### src/rtl/gcb_pkg.sv
`timescale 1ns / 1ps
// gcb_pkg: shared widths, command codes and the color pick function for the graph
// coloring search. Depends on nothing.
package gcb_pkg;

	localparam int COLOR_W    = 4;
	localparam int NUM_CODES  = 1 << COLOR_W;
	localparam int VTX_W      = 3;
	localparam int ROW_W      = 8;
	localparam int ADJ_DEPTH  = 8;
	localparam int ADJ_AW     = 3;

	localparam logic CMD_LOAD  = 1'b0;
	localparam logic CMD_START = 1'b1;

	typedef logic [NUM_CODES-1:0] color_mask_t;
	typedef logic [COLOR_W-1:0]   color_t;

	// lowest color above own that is not used by a neighbor and not above m
	// msb of the result says whether one exists
	function automatic logic [COLOR_W:0] pick_color(
		input color_mask_t busy,
		input color_t      own,
		input color_t      m
	);
		logic [COLOR_W:0] r;
		r = '0;
		for (int c = NUM_CODES - 1; c >= 1; c--) begin
			if (c > int'(own) && c <= int'(m) && !busy[c]) begin
				r = {1'b1, COLOR_W'(c)};
			end
		end
		return r;
	endfunction

endpackage

### src/rtl/gcb_ram.sv
`timescale 1ns / 1ps
// gcb_ram: generic single write port, single read port ram with registered read.
// No dependencies.
module gcb_ram #(
	parameter int WIDTH = 8,
	parameter int DEPTH = 8
) (
	input  logic                     clk,
	input  logic                     we,
	input  logic [$clog2(DEPTH)-1:0] waddr,
	input  logic [WIDTH-1:0]         wdata,
	input  logic [$clog2(DEPTH)-1:0] raddr,
	output logic [WIDTH-1:0]         rdata
);

	logic [WIDTH-1:0] mem [DEPTH];

	always_ff @(posedge clk) begin
		if (we) begin
			mem[waddr] <= wdata;
		end
		rdata <= mem[raddr];
	end

endmodule

### src/rtl/graph_coloring_backtrack.sv
`timescale 1ns / 1ps
// graph_coloring_backtrack: m-coloring of a small graph by backtracking search.
// Depends on gcb_pkg and gcb_ram.
//
// A load request (cmd 0) writes one adjacency row at its handshake; rows for
// vertices at or above N_VERTICES are dropped. A start request (cmd 1) clears all
// colors, one vertex at a time, then searches vertex by vertex in ascending order,
// giving each vertex the lowest color above its current one, up to num_colors,
// not held by a lower neighbor in its own row, and backtracking when none is left.
// A visit of vertex v reads its adjacency row, then reads the color ram once per
// lower vertex plus the vertex itself, so the color ram read port sets the search
// time, which grows with the number of trials. A found coloring comes out as one
// result per vertex, read from the color ram and then loaded into the output
// register, with last on the final one; no coloring gives one result with found,
// out_vertex and out_color zero and last set. num_colors resets to 3 and is written
// through the cfg port, which is always ready; write it only while no search is
// running. New requests are taken only when no search or report is in progress.
module graph_coloring_backtrack #(
	parameter int N_VERTICES = 8
) (
	input  logic                          clk,
	input  logic                          arst_n,
	input  logic                          cfg_valid,
	output logic                          cfg_ready,
	input  logic [gcb_pkg::COLOR_W-1:0]   cfg_data,
	input  logic                          in_valid,
	output logic                          in_ready,
	input  logic                          cmd,
	input  logic [gcb_pkg::VTX_W-1:0]     row_vertex,
	input  logic [gcb_pkg::ROW_W-1:0]     adjacency_row,
	output logic                          out_valid,
	input  logic                          out_ready,
	output logic                          found,
	output logic [gcb_pkg::VTX_W-1:0]     out_vertex,
	output logic [gcb_pkg::COLOR_W-1:0]   out_color,
	output logic                          last
);
	import gcb_pkg::*;

	localparam int VW = $clog2(N_VERTICES);
	localparam logic [VW-1:0] V_LAST = VW'(N_VERTICES - 1);

	// search sequencer states
	localparam logic [3:0] ST_IDLE    = 4'd0;
	localparam logic [3:0] ST_CLEAR   = 4'd1;
	localparam logic [3:0] ST_VISIT   = 4'd2;
	localparam logic [3:0] ST_ADJ     = 4'd3;
	localparam logic [3:0] ST_SCAN    = 4'd4;
	localparam logic [3:0] ST_DECIDE  = 4'd5;
	localparam logic [3:0] ST_FAIL    = 4'd6;
	localparam logic [3:0] ST_EMIT_RD = 4'd7;
	localparam logic [3:0] ST_EMIT_LD = 4'd8;

	logic [3:0]           state_q;
	color_t               num_colors_q;
	logic [ADJ_DEPTH-1:0] adj_valid_q;   // row written since reset
	logic [VW-1:0]        v_q;           // vertex being colored
	logic [VW-1:0]        k_q;           // clear / report index
	logic [VW-1:0]        iss_q;         // next color read in the scan
	logic                 iss_done_q;
	logic                 rd_vld_s1;     // color read in flight
	logic [VW-1:0]        rd_idx_s1;
	logic                 adj_hit_s1;    // adjacency read hits a written row
	logic [ROW_W-1:0]     adj_q;
	color_mask_t          mask_q;        // colors held by lower neighbors
	color_t               own_q;         // current color of v

	logic                 in_acc;
	logic                 out_free;
	logic                 out_load;
	logic [COLOR_W:0]     pick;

	// adjacency ram
	logic                 adj_we;
	logic [ADJ_AW-1:0]    adj_waddr;
	logic [ROW_W-1:0]     adj_rdata;

	// color ram
	logic                 col_we;
	logic [VW-1:0]        col_waddr;
	color_t               col_wdata;
	logic [VW-1:0]        col_raddr;
	color_t               col_rdata;

	assign cfg_ready = 1'b1;
	assign in_ready  = (state_q == ST_IDLE);
	assign in_acc    = in_valid && in_ready;
	// output register free now or at this edge
	assign out_free  = !out_valid || out_ready;
	// output register takes a new result at this edge
	assign out_load  = (state_q == ST_FAIL && out_free) || (state_q == ST_EMIT_LD);
	assign pick      = pick_color(mask_q, own_q, num_colors_q);

	assign adj_we    = in_acc && (cmd == CMD_LOAD) && (int'(row_vertex) < N_VERTICES);
	assign adj_waddr = row_vertex;

	gcb_ram #(
		.WIDTH(ROW_W),
		.DEPTH(ADJ_DEPTH)
	) u_adj_ram (
		.clk  (clk),
		.we   (adj_we),
		.waddr(adj_waddr),
		.wdata(adjacency_row),
		.raddr(ADJ_AW'(v_q)),
		.rdata(adj_rdata)
	);

	// color ram ports
	always_comb begin
		col_we    = 1'b0;
		col_waddr = v_q;
		col_wdata = '0;
		col_raddr = iss_q;
		case (state_q)
			ST_CLEAR: begin
				col_we    = 1'b1;
				col_waddr = k_q;
			end
			ST_DECIDE: begin
				// placed color or zero when backing out of this vertex
				col_we    = 1'b1;
				col_wdata = pick[COLOR_W] ? pick[COLOR_W-1:0] : '0;
			end
			ST_EMIT_RD: begin
				col_raddr = k_q;
			end
			default: begin
			end
		endcase
	end

	gcb_ram #(
		.WIDTH(COLOR_W),
		.DEPTH(N_VERTICES)
	) u_color_ram (
		.clk  (clk),
		.we   (col_we),
		.waddr(col_waddr),
		.wdata(col_wdata),
		.raddr(col_raddr),
		.rdata(col_rdata)
	);

	// config register and adjacency valid bits
	always_ff @(posedge clk or negedge arst_n) begin
		if (!arst_n) begin
			num_colors_q <= COLOR_W'(3);
			adj_valid_q  <= '0;
		end else begin
			if (cfg_valid && cfg_ready) begin
				num_colors_q <= cfg_data;
			end
			if (adj_we) begin
				adj_valid_q[adj_waddr] <= 1'b1;
			end
		end
	end

	// search sequencer
	always_ff @(posedge clk or negedge arst_n) begin
		if (!arst_n) begin
			state_q    <= ST_IDLE;
			v_q        <= '0;
			k_q        <= '0;
			iss_q      <= '0;
			iss_done_q <= 1'b0;
			rd_vld_s1  <= 1'b0;
			out_valid  <= 1'b0;
		end else begin
			if (out_valid && out_ready && !out_load) begin
				out_valid <= 1'b0;
			end
			case (state_q)
				ST_IDLE: begin
					if (in_acc && cmd == CMD_START) begin
						k_q     <= '0;
						state_q <= ST_CLEAR;
					end
				end
				ST_CLEAR: begin
					if (k_q == V_LAST) begin
						v_q     <= '0;
						state_q <= ST_VISIT;
					end else begin
						k_q <= k_q + VW'(1);
					end
				end
				ST_VISIT: begin
					// adjacency row of v is read this cycle
					state_q <= ST_ADJ;
				end
				ST_ADJ: begin
					iss_q      <= '0;
					iss_done_q <= 1'b0;
					rd_vld_s1  <= 1'b0;
					state_q    <= ST_SCAN;
				end
				ST_SCAN: begin
					// one color read per cycle over vertices 0..v
					rd_vld_s1 <= !iss_done_q;
					if (!iss_done_q) begin
						if (iss_q == v_q) begin
							iss_done_q <= 1'b1;
						end else begin
							iss_q <= iss_q + VW'(1);
						end
					end
					if (iss_done_q && !rd_vld_s1) begin
						state_q <= ST_DECIDE;
					end
				end
				ST_DECIDE: begin
					if (pick[COLOR_W]) begin
						if (v_q == V_LAST) begin
							k_q     <= '0;
							state_q <= ST_EMIT_RD;
						end else begin
							v_q     <= v_q + VW'(1);
							state_q <= ST_VISIT;
						end
					end else begin
						if (v_q == '0) begin
							state_q <= ST_FAIL;
						end else begin
							v_q     <= v_q - VW'(1);
							state_q <= ST_VISIT;
						end
					end
				end
				ST_FAIL: begin
					if (out_free) begin
						out_valid <= 1'b1;
						state_q   <= ST_IDLE;
					end
				end
				ST_EMIT_RD: begin
					// read only once the output register will be free to take it
					if (out_free) begin
						state_q <= ST_EMIT_LD;
					end
				end
				ST_EMIT_LD: begin
					out_valid <= 1'b1;
					if (k_q == V_LAST) begin
						state_q <= ST_IDLE;
					end else begin
						k_q     <= k_q + VW'(1);
						state_q <= ST_EMIT_RD;
					end
				end
				default: begin
					state_q <= ST_IDLE;
				end
			endcase
		end
	end

	// scan datapath, no reset needed
	always_ff @(posedge clk) begin
		rd_idx_s1 <= iss_q;
		if (state_q == ST_VISIT) begin
			adj_hit_s1 <= (int'(v_q) < ADJ_DEPTH) && adj_valid_q[ADJ_AW'(v_q)];
		end
		if (state_q == ST_ADJ) begin
			// unwritten rows read as no edges
			adj_q  <= adj_hit_s1 ? adj_rdata : '0;
			mask_q <= '0;
			own_q  <= '0;
		end
		if (state_q == ST_SCAN && rd_vld_s1) begin
			if (rd_idx_s1 == v_q) begin
				own_q <= col_rdata;
			end else if (int'(rd_idx_s1) < ADJ_DEPTH && adj_q[ADJ_AW'(rd_idx_s1)]) begin
				mask_q <= mask_q | (NUM_CODES'(1) << col_rdata);
			end
		end
	end

	// result payload
	always_ff @(posedge clk) begin
		if (state_q == ST_FAIL && out_free) begin
			found      <= 1'b0;
			out_vertex <= '0;
			out_color  <= '0;
			last       <= 1'b1;
		end else if (state_q == ST_EMIT_LD) begin
			found      <= 1'b1;
			out_vertex <= VTX_W'(k_q);
			out_color  <= col_rdata;
			last       <= (k_q == V_LAST);
		end
	end

endmodule

### config.mk
export PLATFORM = sky130hd
export DESIGN_NAME = graph_coloring_backtrack
export DESIGN_NICKNAME = d
export VERILOG_FILES = /design/src/rtl/gcb_pkg.sv /design/src/rtl/gcb_ram.sv /design/src/rtl/graph_coloring_backtrack.sv
export SDC_FILE = /design/constraint.sdc
export NUM_CORES = 1
export LEC_CHECK = 0
export BUFFER_PORTS_ARGS = -buffer_cell sky130_fd_sc_hd__buf_4
export CORE_UTILIZATION = 23
export DETAILED_ROUTE_END_ITERATION = 8
export GPL_ROUTABILITY_DRIVEN = 0
export PLACE_DENSITY = 0.42
export RECOVER_POWER = 50
export SLEW_MARGIN = 0
export SYNTH_ARGS = -nofsm -noshare
export SYNTH_HDL_FRONTEND = slang
export SYNTH_SLANG_ARGS = --single-unit
### constraint.sdc
create_clock -name clk -period 2.45 [get_ports clk]
set_input_delay 0.1225 -clock clk [delete_from_list [all_inputs] [get_ports clk]]
set_output_delay 0.1225 -clock clk [all_outputs]
set_load 0.01 [all_outputs]
# ---- Word-level counts from Yosys, hierarchy flattened
# Memories as Yosys holds them, arrays and structs flattened. A register that Yosys moved wholly into a read port is not among the register bits.
# Index checks and enable logic that the tools add are counted.
# W data, S select, Z words.
dict set report word_totals {
  latchBits 0
  input_bits 21
  n_memories 2
  reg_bits 69
  ramBits 96
  out_inout_bits 12
  romBits 0
}
dict set report op_classes {
  add_sub_neg 4
  n_mux 67
  n_reduce_logical 71
  n_div 0
  order_cmp 34
  bitwise_logic 3
  eq_ne 24
  mul 0
  shift 1
}
# name words word_bits rd rd_clocked_by_memory_dff wr line
set memory_table {}
lappend memory_table {u_adj_ram.mem 8 8 1 1 1 gcb_ram.sv:16} ;# logic [WIDTH-1:0] mem [DEPTH];
lappend memory_table {u_color_ram.mem 8 4 1 1 1 gcb_ram.sv:16}
# cell count
set op_table {}
lappend op_table {{$mux W5} 15}
lappend op_table {{$mux W16} 4}
lappend op_table {{$mux W3} 15}
lappend op_table {{$mux W4} 11}
lappend op_table {{$logic_and A1 B1 Y1} 39}
lappend op_table {{$pmux W4 S9} 1}
lappend op_table {{$gt A4 B4 Y1 const A} 8}
lappend op_table {{$le A4 B4 Y1 const A} 8}
lappend op_table {{$logic_not A1 Y1} 19}
lappend op_table {{$ne A2 B2 Y1 const B} 9}
lappend op_table {{$eq A4 B3 Y1 const B} 4}
lappend op_table {{$gt A3 B4 Y1 const A} 4}
lappend op_table {{$le A3 B4 Y1 const A} 4}
lappend op_table {{$or A16 B16 Y16} 1}
lappend op_table {{$shl A1 B4 Y16 const A} 1}
lappend op_table {{$lt A3 B4 Y1 const B} 3}
lappend op_table {{$mux W1} 12}
lappend op_table {{$pmux W3 S2} 2}
lappend op_table {{$reduce_and A5 Y1} 2}
lappend op_table {{$add A3 B1 Y3 const B} 3}
lappend op_table {{$pmux W3 S3} 1}
lappend op_table {{$eq A4 B2 Y1 const B} 2}
lappend op_table {{$gt A2 B4 Y1 const A} 2}
lappend op_table {{$le A2 B4 Y1 const A} 2}
lappend op_table {{other kinds (23)} 32}

# ---- Longest topological paths before layout
dict set report depth {
  depth_word 20
  ltp_mapped 13
  mapped_depth_nobuf 11
}

# ---- By module
# Synthesis repeated with hierarchy kept, for this count alone.
dict set report unflattened {
  cells_unflattened 610
  area_unflattened_um2 7847.5
}
# module seq_area_each_um2 cells_per_inst instances area_each_um2
set by_module_without_submodules {}
lappend by_module_without_submodules {graph_coloring_backtrack 1594.0 433 1 3786.1}
lappend by_module_without_submodules {{gcb_ram (u_adj_ram)} 2082.0 114 1 2691.3}
lappend by_module_without_submodules {{gcb_ram (u_color_ram)} 1041.0 63 1 1370.1}

# ---- Worst setup path before layout
# No wires, ideal clock.
dict set report synth_timing {
  kind {flip-flop to flip-flop}
  start {register num_colors_q[1]}
  end {register v_q[2]}
  n_path_buf 1
  setup_slack_ns -0.031
  path_stages_with_launch 12
  t_arrival_ns 2.347
  t_required_ns 2.316
  cell_sequence {dfstp_2 > clkbuf_1 > a211oi_1 > nor3_2 > nor3_4 > nand2_4 > clkinv_4 > fa_1 > inv_1 > a21oi_1 > o2111ai_1 > o211ai_2}
}
dict set report synth_via {
  elab_chain_cells 20
  elab_cells_between_ends 65
  cone_classes {order compare: 15; eq/ne: 2; mux: 17; reduce/logical: 31}
}
# element line
set synth_lines {}
lappend synth_lines {{start, declared} graph_coloring_backtrack.sv:55} ;# color_t num_colors_q;
lappend synth_lines {{start signal, assigned} graph_coloring_backtrack.sv:152} ;# num_colors_q <= cfg_data;
lappend synth_lines {{$le A4 B4 Y1} gcb_pkg.sv:29} ;# if (c > int'(own) && c <= int'(m) && !busy[c]) begin
lappend synth_lines {{$logic_and A1 B1 Y1 (2 in series)} gcb_pkg.sv:29}
lappend synth_lines {{$mux W5 (14 in series)} gcb_pkg.sv:29}
lappend synth_lines {{$mux W5 *} gcb_pkg.sv:29}
lappend synth_lines {{$ne A3 B3 Y1 (no source line) or $mux W3 (tied branches)} --}
lappend synth_lines {{$reduce_and A4 Y1 (no source line) or $pmux W3 S2 (tied branches)} --}
lappend synth_lines {{end signal, assigned} graph_coloring_backtrack.sv:219} ;# v_q <= v_q + VW'(1);
lappend synth_lines {{end signal, assigned} graph_coloring_backtrack.sv:226} ;# v_q <= v_q - VW'(1);
lappend synth_lines {{end, declared} graph_coloring_backtrack.sv:57} ;# logic [VW-1:0] v_q;
# Every way passes the cells marked *; elsewhere a longest branch is shown, timed or not.
# A chain may end at the register's enable or synchronous reset.

# ---- Worst setup path in the final report
dict set report layout_timing {
  start {register num_colors_q[3]}
  end {register v_q[1]}
}
# The elaborated chain is that of the path after synthesis.

==> results.tsv <==
metric	value	unit
clock buffer count from CTS	17	
CP startpoint kind	flop	
Pwr Density	1158	nW/um^2
fmax	0.4075	GHz
CP max FO	5	
Routed Antenna Nets	0	
Clk pin slew, worst setup/hold paths	0.07	ns
Commonest cells post-synth	edfxtp_1 (105), nor2_1 (81), nand2_1 (51), a21oi_1 (43), dfxtp_1 (43)	
internal reg-to-reg setup slack	-0.004	ns
drt drc	0	
vias per std cell	4.341	
Die Y	187.3	um
drt initial violations	273	
max-cap viol count	1	
failing checks	capacitance limit, slew limit, setup timing	
initial core utilization	23.45	%
synthesis-stage register bit count	176	
die width	187.3	um
fin. max-slew vios	29	
RSZ-0062 raised after global routing	yes	
Core ar.	33700	um^2
first-pass GRT wire length	30020	um
Synth area leaders	edfxtp_1 (40%), dfxtp_1 (11%), dfrtp_1 (8.2%), mux4_2 (5.7%), nor2_1 (3.8%)	
Mapped Cells	650	
DP HPWL	12950	um
# diodes	0	
hold path cells	3	
outcome	complete, but fails checks	
clock tree from TritonCTS	yes	
CTS Buffer Depth	2	
Pleak	3.781	nW
beginning of the worst hold path	out_ready	
Worst R2R Path Depth	12	
crit path DAT	2.77	ns
final worst slack	-0.003991	ns
Setup violations, final	1	
initial antenna violation count	0	
dominant synthesized flop cell	edfxtp_1	
Yosys top cell by area	edfxtp_1	
DRT Wirelength	18830	um
period utilization	100.2	%
Syn Nets	675	
min-delay worst type	input pin to flop	
most common cell in the netlist	edfxtp_1	
Syn Std Cell Area	7901	um^2
vias in the first global route	5490	
Area Growth Syn to Fin	29.03	%
crit path time final	2.454	ns
crit-path leading delay family	simple AND/OR/NAND/NOR gates	
CTS sink count	176	
die area	35100	um^2
GR Overflow Total	0	
largest net degree at the start of global routing	29	
FF-to-FF End	v_q[1]$_DFFE_PN0P_	
IO Port Bufs	31	
synth warn	0	
Yosys top cell area share	39.90	%
worst r2r src	num_colors_q[3]$_DFFE_PN0P_	
io pins	33	
root buf cell	clkbuf_16	
dpl ws	-0.2770	ns
post-synthesis cell type count	75	
crit path kind	flop to flop	
ys async rst share	15.91	%
post-synthesis sequential area ratio	59.70	%
Clock Latency Late Sink	0.43	ns
Slew headroom	-22.65	%
Layout Skew	0.008875	ns
worst-margin pin slew	1.840	ns
total number of H-tree levels	4	
Total Nets Final	806	
Critical Path Most Common Cell	buf_6	
Hold WS	0.06136	ns
Total GRT Usage	11.02	%
max incr delay on CP	0.41	ns
crit path cell chain	buf_6, buf_6, or3_4, a22oi_2, a21oi_2, nor3_4, nand2_4, clkinv_4, fa_2, nand3_2, a21oi_1, o22a_1	
maximum vdd ir drop	601.2	uV
number of synthesized flops with an enable pin	105	
DR WL/cell	15.16	um
syn avg cell area	12.16	um^2
slowest cell on the critical path	dfrtp_2	
data required time of the critical path	2.77	ns
Final Hold Viols	0	
Worst setup EP type	flop	
WP buf/inv	3	
drt pass-1 iters	4	
WHS Endpoint	state_q[1]$_DFFE_PN0P_	
via count	5392	
num rows	67	
share of layout cells above drive strength 1	31.61	%
-- area by class of cell --
class	count	area, um^2
Clock buffer	17	425.4
Clock inverter	15	178.9
Fill cell	3516	23510
Inverter	12	50.05
Multi-Input combinational cell	428	3117
Sequential cell	176	4726
Tap cell	448	560.5
Timing Repair Buffer	146	1137
-- per-layer routing --
metal	global-route usage, %	routed length [um]	vias up	part of all wire [%]
met5	0	0	-	0
met4	3.153	235	0	1.2
met3	2.364	435	14	2.3
met2	17.96	8954	57	48
met1	14.65	9201	2646	49
li1	-	-	2675	-
-- stage by stage --
step | utilization (%) | power (mW) | TNS, ns | cells | cell area [um^2]
after floorplan | - | 7.035 | 0 | 650 | 7903
final | 30.25 | 11.81 | -0.003991 | 1242 | 10190
after CTS | 29.97 | 11.79 | 0 | 1237 | 10100
after global routing | 30.25 | 12.58 | -0.2616 | 1242 | 10190
after global placement | 27.27 | 8.781 | -5.736 | 1183 | 9190
after detailed placement | 27.27 | 8.731 | -5.886 | 1183 | 9190
-- cells in the final DEF (no fill, tap or decap), types with 10 or more instances in the layout --
master / count
a211oi_1: 17
a21oi_1: 41
and2_1: 10
buf_4: 117
clkbuf_16: 17
dfrtp_1: 24
dfxtp_1: 40
dlygate4sd3_1: 14
edfxtp_1: 105
mux2_2: 14
mux2i_1: 12
mux4_2: 20
nand2_1: 51
nand3_1: 13
nor2_1: 80
nor2b_1: 14
nor3_1: 13
o21ai_0: 15
or2_2: 10
-- sequential cells by signal, indices dropped and copies added (netlist names), 3 cells and up --
| signal | flops |
|---|---|
| u_adj_ram.mem | 64 |
| u_color_ram.mem | 32 |
| mask_q | 15 |
| adj_q | 8 |
| adj_valid_q | 8 |
| u_adj_ram.rdata | 8 |
| num_colors_q | 4 |
| out_color | 4 |
| own_q | 4 |
| state_q | 4 |
| u_color_ram.rdata | 4 |
| iss_q | 3 |
| k_q | 3 |
| out_vertex | 3 |
| rd_idx_s1 | 3 |
| v_q | 3 |
-- worst reg2reg max path: stages (launching register included) --
cell and delay [ns]:
dfrtp_2 0.41, buf_6 0.13, buf_6 0.11, or3_4 0.33, a22oi_2 0.14, a21oi_2 0.07
nor3_4 0.25, nand2_4 0.10, clkinv_4 0.06, fa_2 0.41, nand3_2 0.08, a21oi_1 0.04
o22a_1 0.20
-- where the power goes --
| group | internal, mW | switching, mW | leakage [nW] |
|---|---|---|---|
| combinational | 2.25 | 2.31 | 1.82 |
| sequential | 3.84 | 0.607 | 1.67 |
| clock | 1.54 | 1.26 | 0.291 |
-- worst max-delay path by stage --
stage | start | endpoint | slack, ns | cells after the start
finish | num_colors_q[3]$_DFFE_PN0P_ | v_q[1]$_DFFE_PN0P_ | -0.004 | 12
global route | own_q[0]$_DFF_P_ | v_q[1]$_DFFE_PN0P_ | -0.14 | 11
CTS | num_colors_q[1]$_DFFE_PN1P_ | u_color_ram.mem[5][1]$_DFFE_PP_ | 0.005 | 9
detailed placement | num_colors_q[3]$_DFFE_PN0P_ | u_color_ram.mem[3][1]$_DFFE_PP_ | -0.28 | 7
global placement | num_colors_q[3]$_DFFE_PN0P_ | u_color_ram.mem[0][0]$_DFFE_PP_ | -0.24 | 10
floorplan | own_q[3]$_DFF_P_ | v_q[2]$_DFFE_PN0P_ | 0.007 | 12
-- logic make-up (layout without fill, tap and decap cells) --
kind of cell	Yosys count	after routing	share of synthesized area (%)
compound gates	131	131	10.97
xor+xnor	8	8	0.8867
fa+ha+maj	4	4	0.7285
buf+inv	46	190	3.040
flops	176	176	59.70
mux	47	47	9.390
other cells	1	1	0.04746
simple gates	237	237	15.23
-- timing repair --
| action | CTS | global route |
|---|---|---|
| hold buffers | 14 | 0 |
| hold endpoints to repair | 96 | 0 |
| gates cloned | 0 | 0 |
| endpoints found under the setup margin | 26 | 28 |
| pin swaps | 8 | 14 |
| gates resized for setup | 27 | 19 |
| buffers inserted | 9 | 5 |
Power figures use the tool's default switching activity.
